===== config.mk =====
export PLATFORM = sky130hd
export DESIGN_NAME = ascii_frame_receiver_with_parity_core
export DESIGN_NICKNAME = d
export VERILOG_FILES = /design/src/rtl/afp_pkg.sv /design/src/rtl/ascii_frame_receiver_with_parity_core.sv /design/src/rtl/afp_payload_ram.sv /design/src/rtl/afp_parser.sv /design/src/rtl/afp_emitter.sv
export SDC_FILE = /design/constraint.sdc
export NUM_CORES = 1
export LEC_CHECK = 0
export ABC_AREA = 1
export BUFFER_PORTS_ARGS = -buffer_cell sky130_fd_sc_hd__buf_4
export CAP_MARGIN = 20
export CELL_PAD_IN_SITES_DETAIL_PLACEMENT = 2
export CELL_PAD_IN_SITES_GLOBAL_PLACEMENT = 2
export CORE_ASPECT_RATIO = 1.25
export CORE_UTILIZATION = 28
export CTS_CLUSTER_SIZE = 24
export DETAILED_ROUTE_END_ITERATION = 7
export HOLD_SLACK_MARGIN = 0.03
export PLACE_DENSITY_LB_ADDON = 0.1
export SYNTH_ARGS = -nofsm -noshare
export SYNTH_HDL_FRONTEND = slang
export SYNTH_SLANG_ARGS = --single-unit
export TNS_END_PERCENT = 100

===== constraint.sdc =====
create_clock -name clk -period 2.7 [get_ports clk]
set_input_delay 0.54 -clock clk [delete_from_list [all_inputs] [get_ports clk]]
set_output_delay 0.54 -clock clk [all_outputs]
set_load 0.05 [all_outputs]

===== src/rtl/afp_pkg.sv =====
package afp_pkg;

  localparam logic [7:0] CHAR_END  = 8'h24;
  localparam logic [7:0] CHAR_BAR  = 8'h7C;
  localparam logic [7:0] CHAR_ZERO = 8'h30;
  localparam logic [7:0] CHAR_NINE = 8'h39;

  localparam logic [2:0] FIELD_SRC     = 3'd0;
  localparam logic [2:0] FIELD_DST     = 3'd1;
  localparam logic [2:0] FIELD_PAYLOAD = 3'd2;
  localparam logic [2:0] FIELD_LEN     = 3'd3;
  localparam logic [2:0] FIELD_CODE    = 3'd4;
  localparam logic [2:0] FIELD_EXTRA   = 3'd5;

  localparam logic CFG_STATION   = 1'b0;
  localparam logic CFG_BROADCAST = 1'b1;

  typedef enum logic [2:0] {
    KIND_PAYLOAD   = 3'd0,
    KIND_ACCEPT    = 3'd1,
    KIND_NOT_ADDR  = 3'd2,
    KIND_CODE      = 3'd3,
    KIND_MALFORMED = 3'd4,
    KIND_OVERFLOW  = 3'd5
  } kind_t;

  typedef enum logic [1:0] {
    ST_RX,
    ST_EMIT,
    ST_STATUS
  } emit_state_t;

  typedef struct packed {
    kind_t       kind;
    logic [7:0]  src;
    logic [15:0] len;
  } verdict_t;

endpackage


===== src/rtl/ascii_frame_receiver_with_parity_core.sv =====
// channel | direction | transaction
// s_axis  | in        | one received character, tdata[7:0] = rx_byte
// m_axis  | out       | one result: tdata = byte/source/length, tuser = kind, tlast = last
// cfg     | in        | one register write, cfg_index selects station or broadcast
//
// non-terminating characters stream in back to back
// the end marker closes the frame; an accepted frame then reads its stored payload out of
// the ram (registered read), one byte per cycle unless the output stalls, then the status
// receive is held off from the end marker until the status result is in the output register
// synchronous reset clears parser, output and config state; ram contents are not cleared
module ascii_frame_receiver_with_parity_core #(
  parameter int FRAME_BYTES   = 256,
  parameter int PAYLOAD_DEPTH = 63
) (
  input  logic        clk,
  input  logic        rst,
  input  logic        s_axis_tvalid,
  output logic        s_axis_tready,
  input  logic [7:0]  s_axis_tdata,   // [7:0] rx_byte
  output logic        m_axis_tvalid,
  input  logic        m_axis_tready,
  output logic [31:0] m_axis_tdata,   // [7:0] payload_byte, [15:8] source_address,
                                      // [31:16] declared_length
  output logic        m_axis_tlast,
  output logic [7:0]  m_axis_tuser,   // [2:0] kind, upper bits zero
  input  logic        cfg_valid,
  output logic        cfg_ready,
  input  logic        cfg_index,
  input  logic [7:0]  cfg_data
);

  localparam int AW = (PAYLOAD_DEPTH > 1) ? $clog2(PAYLOAD_DEPTH) : 1;
  localparam int CW = $clog2(PAYLOAD_DEPTH + 1);

  logic [7:0] station_address;
  logic [7:0] broadcast_address;

  logic              busy;
  logic              wr_en;
  logic [AW-1:0]     wr_addr;
  logic [7:0]        wr_data;
  logic              rd_en;
  logic [AW-1:0]     rd_addr;
  logic [7:0]        rd_data;
  logic              verdict_valid;
  afp_pkg::verdict_t verdict;
  logic [CW-1:0]     verdict_count;
  afp_pkg::kind_t    out_kind;
  logic [7:0]        out_byte;
  logic [7:0]        out_src;
  logic [15:0]       out_len;

  assign cfg_ready     = 1'b1;
  assign s_axis_tready = !busy;
  assign m_axis_tdata  = {out_len, out_src, out_byte};
  assign m_axis_tuser  = {5'b0, out_kind};

  always_ff @(posedge clk) begin
    if (rst) begin
      station_address   <= 8'd0;
      broadcast_address <= 8'd255;
    end else if (cfg_valid) begin
      case (cfg_index)
        afp_pkg::CFG_STATION:   station_address   <= cfg_data;
        afp_pkg::CFG_BROADCAST: broadcast_address <= cfg_data;
        default: ;
      endcase
    end
  end

  afp_parser #(
    .FRAME_BYTES  (FRAME_BYTES),
    .PAYLOAD_DEPTH(PAYLOAD_DEPTH),
    .AW           (AW),
    .CW           (CW)
  ) u_parser (
    .clk              (clk),
    .rst              (rst),
    .byte_valid       (s_axis_tvalid && s_axis_tready),
    .rx_byte          (s_axis_tdata),
    .station_address  (station_address),
    .broadcast_address(broadcast_address),
    .wr_en            (wr_en),
    .wr_addr          (wr_addr),
    .wr_data          (wr_data),
    .verdict_valid    (verdict_valid),
    .verdict          (verdict),
    .verdict_count    (verdict_count)
  );

  afp_payload_ram #(
    .DEPTH(PAYLOAD_DEPTH),
    .AW   (AW)
  ) u_ram (
    .clk    (clk),
    .wr_en  (wr_en),
    .wr_addr(wr_addr),
    .wr_data(wr_data),
    .rd_en  (rd_en),
    .rd_addr(rd_addr),
    .rd_data(rd_data)
  );

  afp_emitter #(
    .AW(AW),
    .CW(CW)
  ) u_emitter (
    .clk          (clk),
    .rst          (rst),
    .verdict_valid(verdict_valid),
    .verdict      (verdict),
    .verdict_count(verdict_count),
    .busy         (busy),
    .rd_en        (rd_en),
    .rd_addr      (rd_addr),
    .rd_data      (rd_data),
    .out_valid    (m_axis_tvalid),
    .out_ready    (m_axis_tready),
    .out_kind     (out_kind),
    .out_byte     (out_byte),
    .out_src      (out_src),
    .out_len      (out_len),
    .out_last     (m_axis_tlast)
  );

endmodule


===== src/rtl/afp_payload_ram.sv =====
module afp_payload_ram #(
  parameter int DEPTH = 63,
  parameter int AW    = 6
) (
  input  logic          clk,
  input  logic          wr_en,
  input  logic [AW-1:0] wr_addr,
  input  logic [7:0]    wr_data,
  input  logic          rd_en,
  input  logic [AW-1:0] rd_addr,
  output logic [7:0]    rd_data
);

  logic [7:0] mem [DEPTH];

  always_ff @(posedge clk) begin
    if (wr_en) begin
      mem[wr_addr] <= wr_data;
    end
  end

  always_ff @(posedge clk) begin
    if (rd_en) begin
      rd_data <= mem[rd_addr];
    end
  end

endmodule


===== src/rtl/afp_parser.sv =====
module afp_parser #(
  parameter int FRAME_BYTES   = 256,
  parameter int PAYLOAD_DEPTH = 63,
  parameter int AW            = 6,
  parameter int CW            = 6
) (
  input  logic              clk,
  input  logic              rst,
  input  logic              byte_valid,
  input  logic [7:0]        rx_byte,
  input  logic [7:0]        station_address,
  input  logic [7:0]        broadcast_address,
  output logic              wr_en,
  output logic [AW-1:0]     wr_addr,
  output logic [7:0]        wr_data,
  output logic              verdict_valid,
  output afp_pkg::verdict_t verdict,
  output logic [CW-1:0]     verdict_count
);

  localparam int FW = $clog2(FRAME_BYTES + 2);

  logic [2:0]    field_position, field_position_next;
  logic [15:0]   header_byte_sum, header_byte_sum_next;
  logic [7:0]    source_value, source_value_next;
  logic [7:0]    destination_value, destination_value_next;
  logic [15:0]   length_value, length_value_next;
  logic [15:0]   code_value, code_value_next;
  logic [CW-1:0] payload_count, payload_count_next;
  logic          overflow_flag, overflow_flag_next;
  logic [FW-1:0] frame_count, frame_count_next;

  logic          ovf_now;
  logic [3:0]    digit;
  logic          is_digit;
  logic [19:0]   len_mac, code_mac;

  assign digit    = 4'(rx_byte - afp_pkg::CHAR_ZERO);
  assign is_digit = rx_byte inside {[afp_pkg::CHAR_ZERO:afp_pkg::CHAR_NINE]};
  assign len_mac  = {4'b0, length_value} * 20'd10 + {16'b0, digit};
  assign code_mac = {4'b0, code_value} * 20'd10 + {16'b0, digit};

  assign wr_addr = payload_count[AW-1:0];
  assign wr_data = rx_byte;

  always_comb begin
    field_position_next    = field_position;
    header_byte_sum_next   = header_byte_sum;
    source_value_next      = source_value;
    destination_value_next = destination_value;
    length_value_next      = length_value;
    code_value_next        = code_value;
    payload_count_next     = payload_count;
    overflow_flag_next     = overflow_flag;
    frame_count_next       = frame_count;
    wr_en                  = 1'b0;
    verdict_valid          = 1'b0;
    verdict.src            = source_value;
    verdict.len            = length_value;
    verdict_count          = payload_count;
    ovf_now                = overflow_flag;

    if (overflow_flag) begin
      verdict.kind = afp_pkg::KIND_OVERFLOW;
    end else if (field_position != afp_pkg::FIELD_CODE) begin
      verdict.kind = afp_pkg::KIND_MALFORMED;
    end else if (destination_value != station_address &&
                 destination_value != broadcast_address) begin
      verdict.kind = afp_pkg::KIND_NOT_ADDR;
    end else if (code_value != {15'b0, ^header_byte_sum}) begin
      verdict.kind = afp_pkg::KIND_CODE;
    end else begin
      verdict.kind = afp_pkg::KIND_ACCEPT;
    end

    if (byte_valid && station_address != 8'd0) begin
      if (frame_count <= FW'(FRAME_BYTES)) begin
        frame_count_next = frame_count + FW'(1);
      end
      ovf_now = overflow_flag || (frame_count_next > FW'(FRAME_BYTES));
      if (ovf_now && !overflow_flag) begin
        verdict.kind = afp_pkg::KIND_OVERFLOW;
      end

      if (rx_byte == afp_pkg::CHAR_END) begin
        verdict_valid          = 1'b1;
        field_position_next    = '0;
        header_byte_sum_next   = '0;
        source_value_next      = '0;
        destination_value_next = '0;
        length_value_next      = '0;
        code_value_next        = '0;
        payload_count_next     = '0;
        overflow_flag_next     = 1'b0;
        frame_count_next       = '0;
      end else begin
        overflow_flag_next = ovf_now;
        // sum covers everything up to, not including, the fourth bar
        if (field_position <= afp_pkg::FIELD_LEN &&
            !(rx_byte == afp_pkg::CHAR_BAR && field_position == afp_pkg::FIELD_LEN)) begin
          header_byte_sum_next = header_byte_sum + {8'b0, rx_byte};
        end
        if (rx_byte == afp_pkg::CHAR_BAR) begin
          if (field_position < afp_pkg::FIELD_EXTRA) begin
            field_position_next = field_position + 3'd1;
          end
        end else if (field_position == afp_pkg::FIELD_PAYLOAD) begin
          if (payload_count < CW'(PAYLOAD_DEPTH)) begin
            wr_en              = 1'b1;
            payload_count_next = payload_count + CW'(1);
          end else begin
            overflow_flag_next = 1'b1;
          end
        end else if (is_digit) begin
          case (field_position)
            afp_pkg::FIELD_SRC: source_value_next = source_value * 8'd10 + {4'b0, digit};
            afp_pkg::FIELD_DST:
              destination_value_next = destination_value * 8'd10 + {4'b0, digit};
            afp_pkg::FIELD_LEN:
              length_value_next = (len_mac > 20'd65535) ? 16'hFFFF : len_mac[15:0];
            afp_pkg::FIELD_CODE:
              code_value_next = (code_mac > 20'd65535) ? 16'hFFFF : code_mac[15:0];
            default: ;
          endcase
        end
      end
    end
  end

  always_ff @(posedge clk) begin
    if (rst) begin
      field_position    <= '0;
      header_byte_sum   <= '0;
      source_value      <= '0;
      destination_value <= '0;
      length_value      <= '0;
      code_value        <= '0;
      payload_count     <= '0;
      overflow_flag     <= 1'b0;
      frame_count       <= '0;
    end else begin
      field_position    <= field_position_next;
      header_byte_sum   <= header_byte_sum_next;
      source_value      <= source_value_next;
      destination_value <= destination_value_next;
      length_value      <= length_value_next;
      code_value        <= code_value_next;
      payload_count     <= payload_count_next;
      overflow_flag     <= overflow_flag_next;
      frame_count       <= frame_count_next;
    end
  end

endmodule


===== src/rtl/afp_emitter.sv =====
module afp_emitter #(
  parameter int AW = 6,
  parameter int CW = 6
) (
  input  logic              clk,
  input  logic              rst,
  input  logic              verdict_valid,
  input  afp_pkg::verdict_t verdict,
  input  logic [CW-1:0]     verdict_count,
  output logic              busy,
  output logic              rd_en,
  output logic [AW-1:0]     rd_addr,
  input  logic [7:0]        rd_data,
  output logic              out_valid,
  input  logic              out_ready,
  output afp_pkg::kind_t    out_kind,
  output logic [7:0]        out_byte,
  output logic [7:0]        out_src,
  output logic [15:0]       out_len,
  output logic              out_last
);

  afp_pkg::emit_state_t state, state_next;

  afp_pkg::kind_t hold_kind;
  logic [7:0]     hold_src;
  logic [15:0]    hold_len;
  logic [CW-1:0]  hold_count;
  logic [CW-1:0]  idx;
  logic           q_valid;
  logic           out_free;
  logic           load_payload;
  logic           load_status;

  assign out_free = !out_valid || out_ready;
  assign busy     = (state != afp_pkg::ST_RX);
  assign rd_addr  = idx[AW-1:0];

  always_comb begin
    state_next   = state;
    rd_en        = 1'b0;
    load_payload = 1'b0;
    load_status  = 1'b0;
    case (state)
      afp_pkg::ST_RX: begin
        if (verdict_valid) begin
          state_next = (verdict.kind == afp_pkg::KIND_ACCEPT) ? afp_pkg::ST_EMIT
                                                              : afp_pkg::ST_STATUS;
        end
      end
      afp_pkg::ST_EMIT: begin
        load_payload = q_valid && out_free;
        // read data register is free once its byte moves to the output
        rd_en = (idx < hold_count) && (!q_valid || load_payload);
        if (idx == hold_count && !q_valid) begin
          state_next = afp_pkg::ST_STATUS;
        end
      end
      afp_pkg::ST_STATUS: begin
        load_status = out_free;
        if (out_free) begin
          state_next = afp_pkg::ST_RX;
        end
      end
      default: state_next = afp_pkg::ST_RX;
    endcase
  end

  always_ff @(posedge clk) begin
    if (rst) begin
      state     <= afp_pkg::ST_RX;
      q_valid   <= 1'b0;
      out_valid <= 1'b0;
      idx       <= '0;
    end else begin
      state <= state_next;
      if (rd_en) begin
        q_valid <= 1'b1;
        idx     <= idx + CW'(1);
      end else if (load_payload) begin
        q_valid <= 1'b0;
      end
      if (state == afp_pkg::ST_RX) begin
        idx <= '0;
      end
      if (load_payload || load_status) begin
        out_valid <= 1'b1;
      end else if (out_ready) begin
        out_valid <= 1'b0;
      end
    end
  end

  always_ff @(posedge clk) begin
    if (state == afp_pkg::ST_RX && verdict_valid) begin
      hold_kind  <= verdict.kind;
      hold_src   <= verdict.src;
      hold_len   <= verdict.len;
      hold_count <= verdict_count;
    end
    if (load_payload) begin
      out_kind <= afp_pkg::KIND_PAYLOAD;
      out_byte <= rd_data;
      out_src  <= hold_src;
      out_len  <= hold_len;
      out_last <= 1'b0;
    end else if (load_status) begin
      out_kind <= hold_kind;
      out_byte <= 8'd0;
      out_src  <= hold_src;
      out_len  <= hold_len;
      out_last <= 1'b1;
    end
  end

endmodule


# ---- Yosys cells after proc, flatten, opt, wreduce, memory -nomap -nowiden
# Memory sizes are Yosys's and may differ from the RTL's. A register that Yosys moved wholly into a read port is not among the register bits.
# Cells that the tools add are included.
dict set report totals {
  regBits 178
  mem_bits_rw 504
  in_bits 22
  output_inout_bits 44
  elab_cells 189
  mem_count 1
}
dict set report op_classes {
  n_addsub 10
  n_mul 4
  n_lt_le_gt_ge 10
  eq_ne 19
  n_mux 71
  bitwise_logic 1
  reduce_logical 49
}
# memory words word_bits rd rd_ports_with_merged_regs write_ports line_no
set memory_table {}
lappend memory_table {u_ram.mem 63 8 1 1 1 afp_payload_ram.sv:14} ;# logic [7:0] mem [DEPTH];
# operator n
set ops {}
lappend ops {{$mux W16} 16}
lappend ops {{$mux W8} 14}
lappend ops {{$add A20 B4 Y20} 2}
lappend ops {{$gt A20 B16 Y1 const B} 2}
lappend ops {{$mul A16 B3 Y19 const B} 2}
lappend ops {{$reduce_bool A2 Y1} 14}
lappend ops {{$mux W9} 3}
lappend ops {{$mux W3} 8}
lappend ops {{$mux W6} 4}
lappend ops {{$mux W1} 20}
lappend ops {{$reduce_and A5 Y1} 4}
lappend ops {{$add A16 B8 Y16} 1}
lappend ops {{$add A8 B4 Y8} 2}
lappend ops {{$mul A8 B3 Y7 const B} 2}
lappend ops {{$ne A16 B1 Y1} 1}
lappend ops {{$ne A8 B8 Y1} 2}
lappend ops {{$reduce_xor A16 Y1} 1}
lappend ops {{$add A6 B1 Y6 const B} 2}
lappend ops {{$logic_and A1 B1 Y1} 11}
lappend ops {{$mux W2} 5}
lappend ops {{$ne A2 B1 Y1 const B} 5}
lappend ops {{$add A9 B1 Y9 const B} 1}
lappend ops {{$gt A9 B9 Y1 const B} 1}
lappend ops {{$le A9 B9 Y1 const B} 1}
lappend ops {{28 further kinds} 40}

# ---- Longest topological paths before layout
dict set report logic_depth {
  ltp_word 14
  depth_mapped 22
  mapped_depth_nobuf 21
}

# ---- Modules after synthesis
# A second synthesis with hierarchy kept.
dict set report unflattened {
  cells_unflattened 3408
  hier_area_um2 33085.5
}
# mod instances cells_each area_each_um2 seq_area_each_um2
set by_module_without_submodules {}
lappend by_module_without_submodules {afp_payload_ram 1 1784 20908.8 15374.7}
lappend by_module_without_submodules {afp_parser 1 1320 8643.3 1661.6}
lappend by_module_without_submodules {afp_emitter 1 205 2844.0 2232.1}
lappend by_module_without_submodules {ascii_frame_receiver_with_parity_core 1 99 689.4 320.3}

# ---- Worst setup path before layout
# No wires, ideal clock.
dict set report synth_timing {
  kind {register -> register}
  from {register u_parser.code_value[1]}
  to {register u_parser.code_value[12]}
  setup_time_ns 0.132
  arrival_time_ns 2.802
  required_ns 2.568
  path_slack_ns -0.234
  stages_incl_launch_ff 18
  path_buffers 1
  period_less_slack_ns 2.934
  path_cell_list {dfxtp_1 -> ha_1 -> ha_1 -> inv_1 -> fa_1 -> nor2_1 -> nand4_1 -> nand2_1 -> nand2_1 -> nor2_1 -> nand3_1 -> nor2_1 -> nand3_1 -> a21oi_4 -> buf_6 -> nand3_2 -> nand2_1 -> a21oi_1}
}
dict set report synth_via {
  elab_chain_len 9
}
# element line_no
set synth_rtl {}
lappend synth_rtl {{from (decl)} afp_parser.sv:28} ;# logic [15:0] code_value, code_value_next;
lappend synth_rtl {{from (signal assigned)} afp_parser.sv:147} ;# code_value <= code_value_next;
lappend synth_rtl {{$mul A16 B3 Y19 *} afp_parser.sv:41} ;# assign code_mac = {4'b0, code_value} * 20'd10 + {16'b0, digit};
lappend synth_rtl {{$add A20 B4 Y20 *} afp_parser.sv:41}
lappend synth_rtl {{$gt A20 B16 Y1} afp_parser.sv:122} ;# code_value_next = (code_mac > 20'd65535) ? 16'hFFFF : code_mac[15:0];
lappend synth_rtl {{$mux W16 *} afp_parser.sv:122}
lappend synth_rtl {{$mux W16 *} afp_parser.sv:115} ;# case (field_position)
lappend synth_rtl {{$mux W16 *} afp_parser.sv:114} ;# end else if (is_digit) begin
lappend synth_rtl {{$mux W16 *} afp_parser.sv:107} ;# end else if (field_position == afp_pkg::FIELD_PAYLOAD) begin
lappend synth_rtl {{$mux W16 *} afp_parser.sv:103} ;# if (rx_byte == afp_pkg::CHAR_BAR) begin
lappend synth_rtl {{$mux W16 *} afp_parser.sv:85} ;# if (rx_byte == afp_pkg::CHAR_END) begin
# Mark *: on every way between the ends. The rest lies on a longest branch, timed or not. The select of a mux whose other input is x is not followed.
# A chain may end at the register's enable or synchronous reset.

# ---- Worst setup path after layout
dict set report layout_timing {
  from {register u_parser.code_value[3]}
  to {register u_parser.code_value[13]}
}
# Same word-level chain as after synthesis.

==> flow_metrics.tcl <==
set metrics [dict create \
    core_sq_um 115000 \
    crit_required_ns 3.20 \
    vias 25300 \
    dieHeight_um 382 \
    final_cell_mix "edfxtp_1 (577), nand2_1 (516), buf_4 (405), nor2_1 (400), o21ai_0 (288)" \
    finalWorstSetupSlack_ns -0.363 \
    final_max_slew_viol_count 0 \
    htreeDepth 3 \
    die_x_um 306 \
    endpoint_kind "flop" \
    drtAntennaViolNets 0 \
    final.setup.tns_ns -10.25 \
    die-area_sq_um 117000 \
    cp_slowest_stage_delay_ns 0.48 \
    ys_warn_count 0 \
    arrival_ns 3.56 \
    slew_headroom_pct 43.3 \
    io-pin-count 66 \
    clkLatencyLatePin_ns 0.69 \
    r2r_cells 19 \
    cts_inserted_buffers 78 \
    drive_above_1_share_pct 23.7 \
    synth.ff_latch_count 690 \
    fin_cells 5089 \
    synth_mux_area_share_pct 0 \
    setup_violations 32 \
    area_growth_pct 26.3 \
    syn_area_per_cell_sq_um 10.3 \
    overflow 0 \
    drv_cap 0 \
    io_buffers 59 \
    antenna_found_initial 1 \
    p_leak_nw 15.6 \
    hold_violations 0 \
    synth_cell_type_count 62 \
    synth_edf_count 577 \
    rsz0062_at_grt "true" \
    total_power_w 0.0238 \
    clock_skew_ns 0.0512 \
    synth_top_family_by_area "simple AND/OR/NAND/NOR gates" \
    cp_max_fo 8 \
    cts_max_path_buffers 3 \
    worst_slew_pin_slew_ns 0.851 \
    vias_per_cell 4.97 \
    synthSimpleGateAreaFrac_pct 18.4 \
    grt_pass1_wl_mm 175 \
    ys_seq_area_share_pct 60.5 \
    final_net_count 3689 \
    async_flop_share_pct 0 \
    worstSetupPathDepth 19 \
    synthFlopType "edfxtp_1" \
    status "finished, violations left" \
    drc 0 \
    start_util_pct 28.2 \
    cp_top_family "simple AND/OR/NAND/NOR gates" \
    holdWs_ns 0.0839 \
    drtPass1Iterations 5 \
    synthXorXnorAreaFrac_pct 1.41 \
    start_kind "flop" \
    clock_sinks 690 \
    row_count 139 \
    cts_tree "yes" \
    path_common_cell "nand2_2" \
    dp_cells 4924 \
    dp_slack_ns -0.442 \
    drt_iter0_drc 941 \
    power.density_nw_per_um2 581 \
    crit_buf_inv 3 \
    period_needed_ns 3.06 \
    post_drt_wl_per_cell_um 23.0 \
    grt_usage_pct 19.7 \
    final_common_cell "edfxtp_1" \
    n_antenna_cell 0 \
    hold_path_class "input port to flop" \
    grt_max_degree 83 \
    synth_compound_area_share_pct 10.6 \
    drt-total-wl_mm 117 \
    period_share_pct 113 \
    cp_slowest_cell "fa_2" \
    grt_pass1_vias 28400 \
    irDropWorstVdd_mv 0.450 \
    gp_congestion 0.780 \
    criticalPathCategory "flop to flop" \
    synthAdderAreaFrac_pct 4.73 \
    synthCells 3154 \
    holdPathStages 3 \
    syn_area_sq_um 32400 \
    root_buffer "clkbuf_16" \
    dp_hpwl_mm 80.3 \
    violations "setup timing" \
    cp_cell_sequence "ha_4 > ha_4 > inv_2 > fa_2 > nor2_4 > nand4_1 > nand2_1 > nand2_2 > nor2_4 > inv_2 > nor2_4 > nand3_2 > nand2_2 > nand2_2 > a21oi_4 > clkbuf_16 > nand3_2 > nand2_2 > a21oi_1" \
    clkTransAtPathRegs_ns 0.06 \
    max_freq_mhz 327 \
]
power by group:
| group | internal, W | switching [W] |
|---|---|---|
| Combinational | 0.000413 | 0.000875 |
| Clock | 0.00618 | 0.00463 |
| Sequential | 0.0116 | 0.0000730 |
state kept, by name, indices dropped and copies added, names as in the netlist, 9 cells and up:
name	cells
u_emitter.hold_len	16
u_emitter.out_len	16
u_parser.code_value	16
u_parser.frame_count	9
u_parser.header_byte_sum	16
u_parser.length_value	16
u_ram.mem	504
Yosys cell counts (all sizes together) (30+ instances only):
cell    count  area share [%]
nor2      444             5.4
o21ai     292             4.5
nand2     579             6.9
inv       229             2.7
nand4      51             1.0
dfxtp     113             7.0
a21oi     127             2.2
xor2       30            0.81
ha        108             4.2
o221ai     47             1.3
nand3     204             3.7
clkbuf    110             1.3
o22ai      73             1.4
edfxtp    577              53
worst min-delay path, cell delays in order:
cell,delay (ns)
buf_4,0.09
nand2_1,0.05
nand3_1,0.05
cells by family after synthesis:
group | Yosys count
compound gates | 587
xor+xnor | 52
fa+ha+maj | 117
buf+inv | 366
flops | 690
other cells | 2
simple gates | 1340
final cells by class:
type / instances / area [sq um]
multi-input cells: 2102 / 12200
flip-flops and latches: 690 / 19600
clock buffers: 92 / 2030
fillers: 12300 / 73900
clock inverters: 47 / 528
inverters: 234 / 885
repair buffers: 444 / 3790
well taps: 1480 / 1850
metal layers:
layer,GRT usage (%),routed length [um],vias to the layer above
met5,0,0,-
met4,5.94,2770,0
met3,2.14,2800,130
met2,36.8,61600,286
met1,23.5,49700,13000
li1,-,-,11900
metrics by stage:
step | instance area [sq um] | util [%]
final | 40900 | 35.6
after detailed placement | 37300 | 32.5
after global placement | 37300 | 32.5
after CTS | 40200 | 35.0
after floorplan | 32500 | -
after global routing | 40900 | 35.6
path summary, 6_finish.rpt:
| path | from | end | slack [ns] |
|---|---|---|---|
| max | u_parser.code_value[3] | u_parser.code_value[13] | -0.36 |
| min | cfg_data[5] | broadcast_address[5] | 0.08 |
| max reg2reg | u_parser.code_value[3] | u_parser.code_value[13] | -0.36 |
| min reg2reg | u_emitter.hold_len[13] | u_emitter.out_len[13] | 0.42 |
timing repair:
item	CTS	global route
gates resized for setup	59	117
pin swaps	15	35
hold buffers	0	0
hold endpoints to repair	0	0
gates cloned	1	3
endpoints found under the setup margin	33	545
setup buffers	10	13
Power figures use the tool's default switching activity.
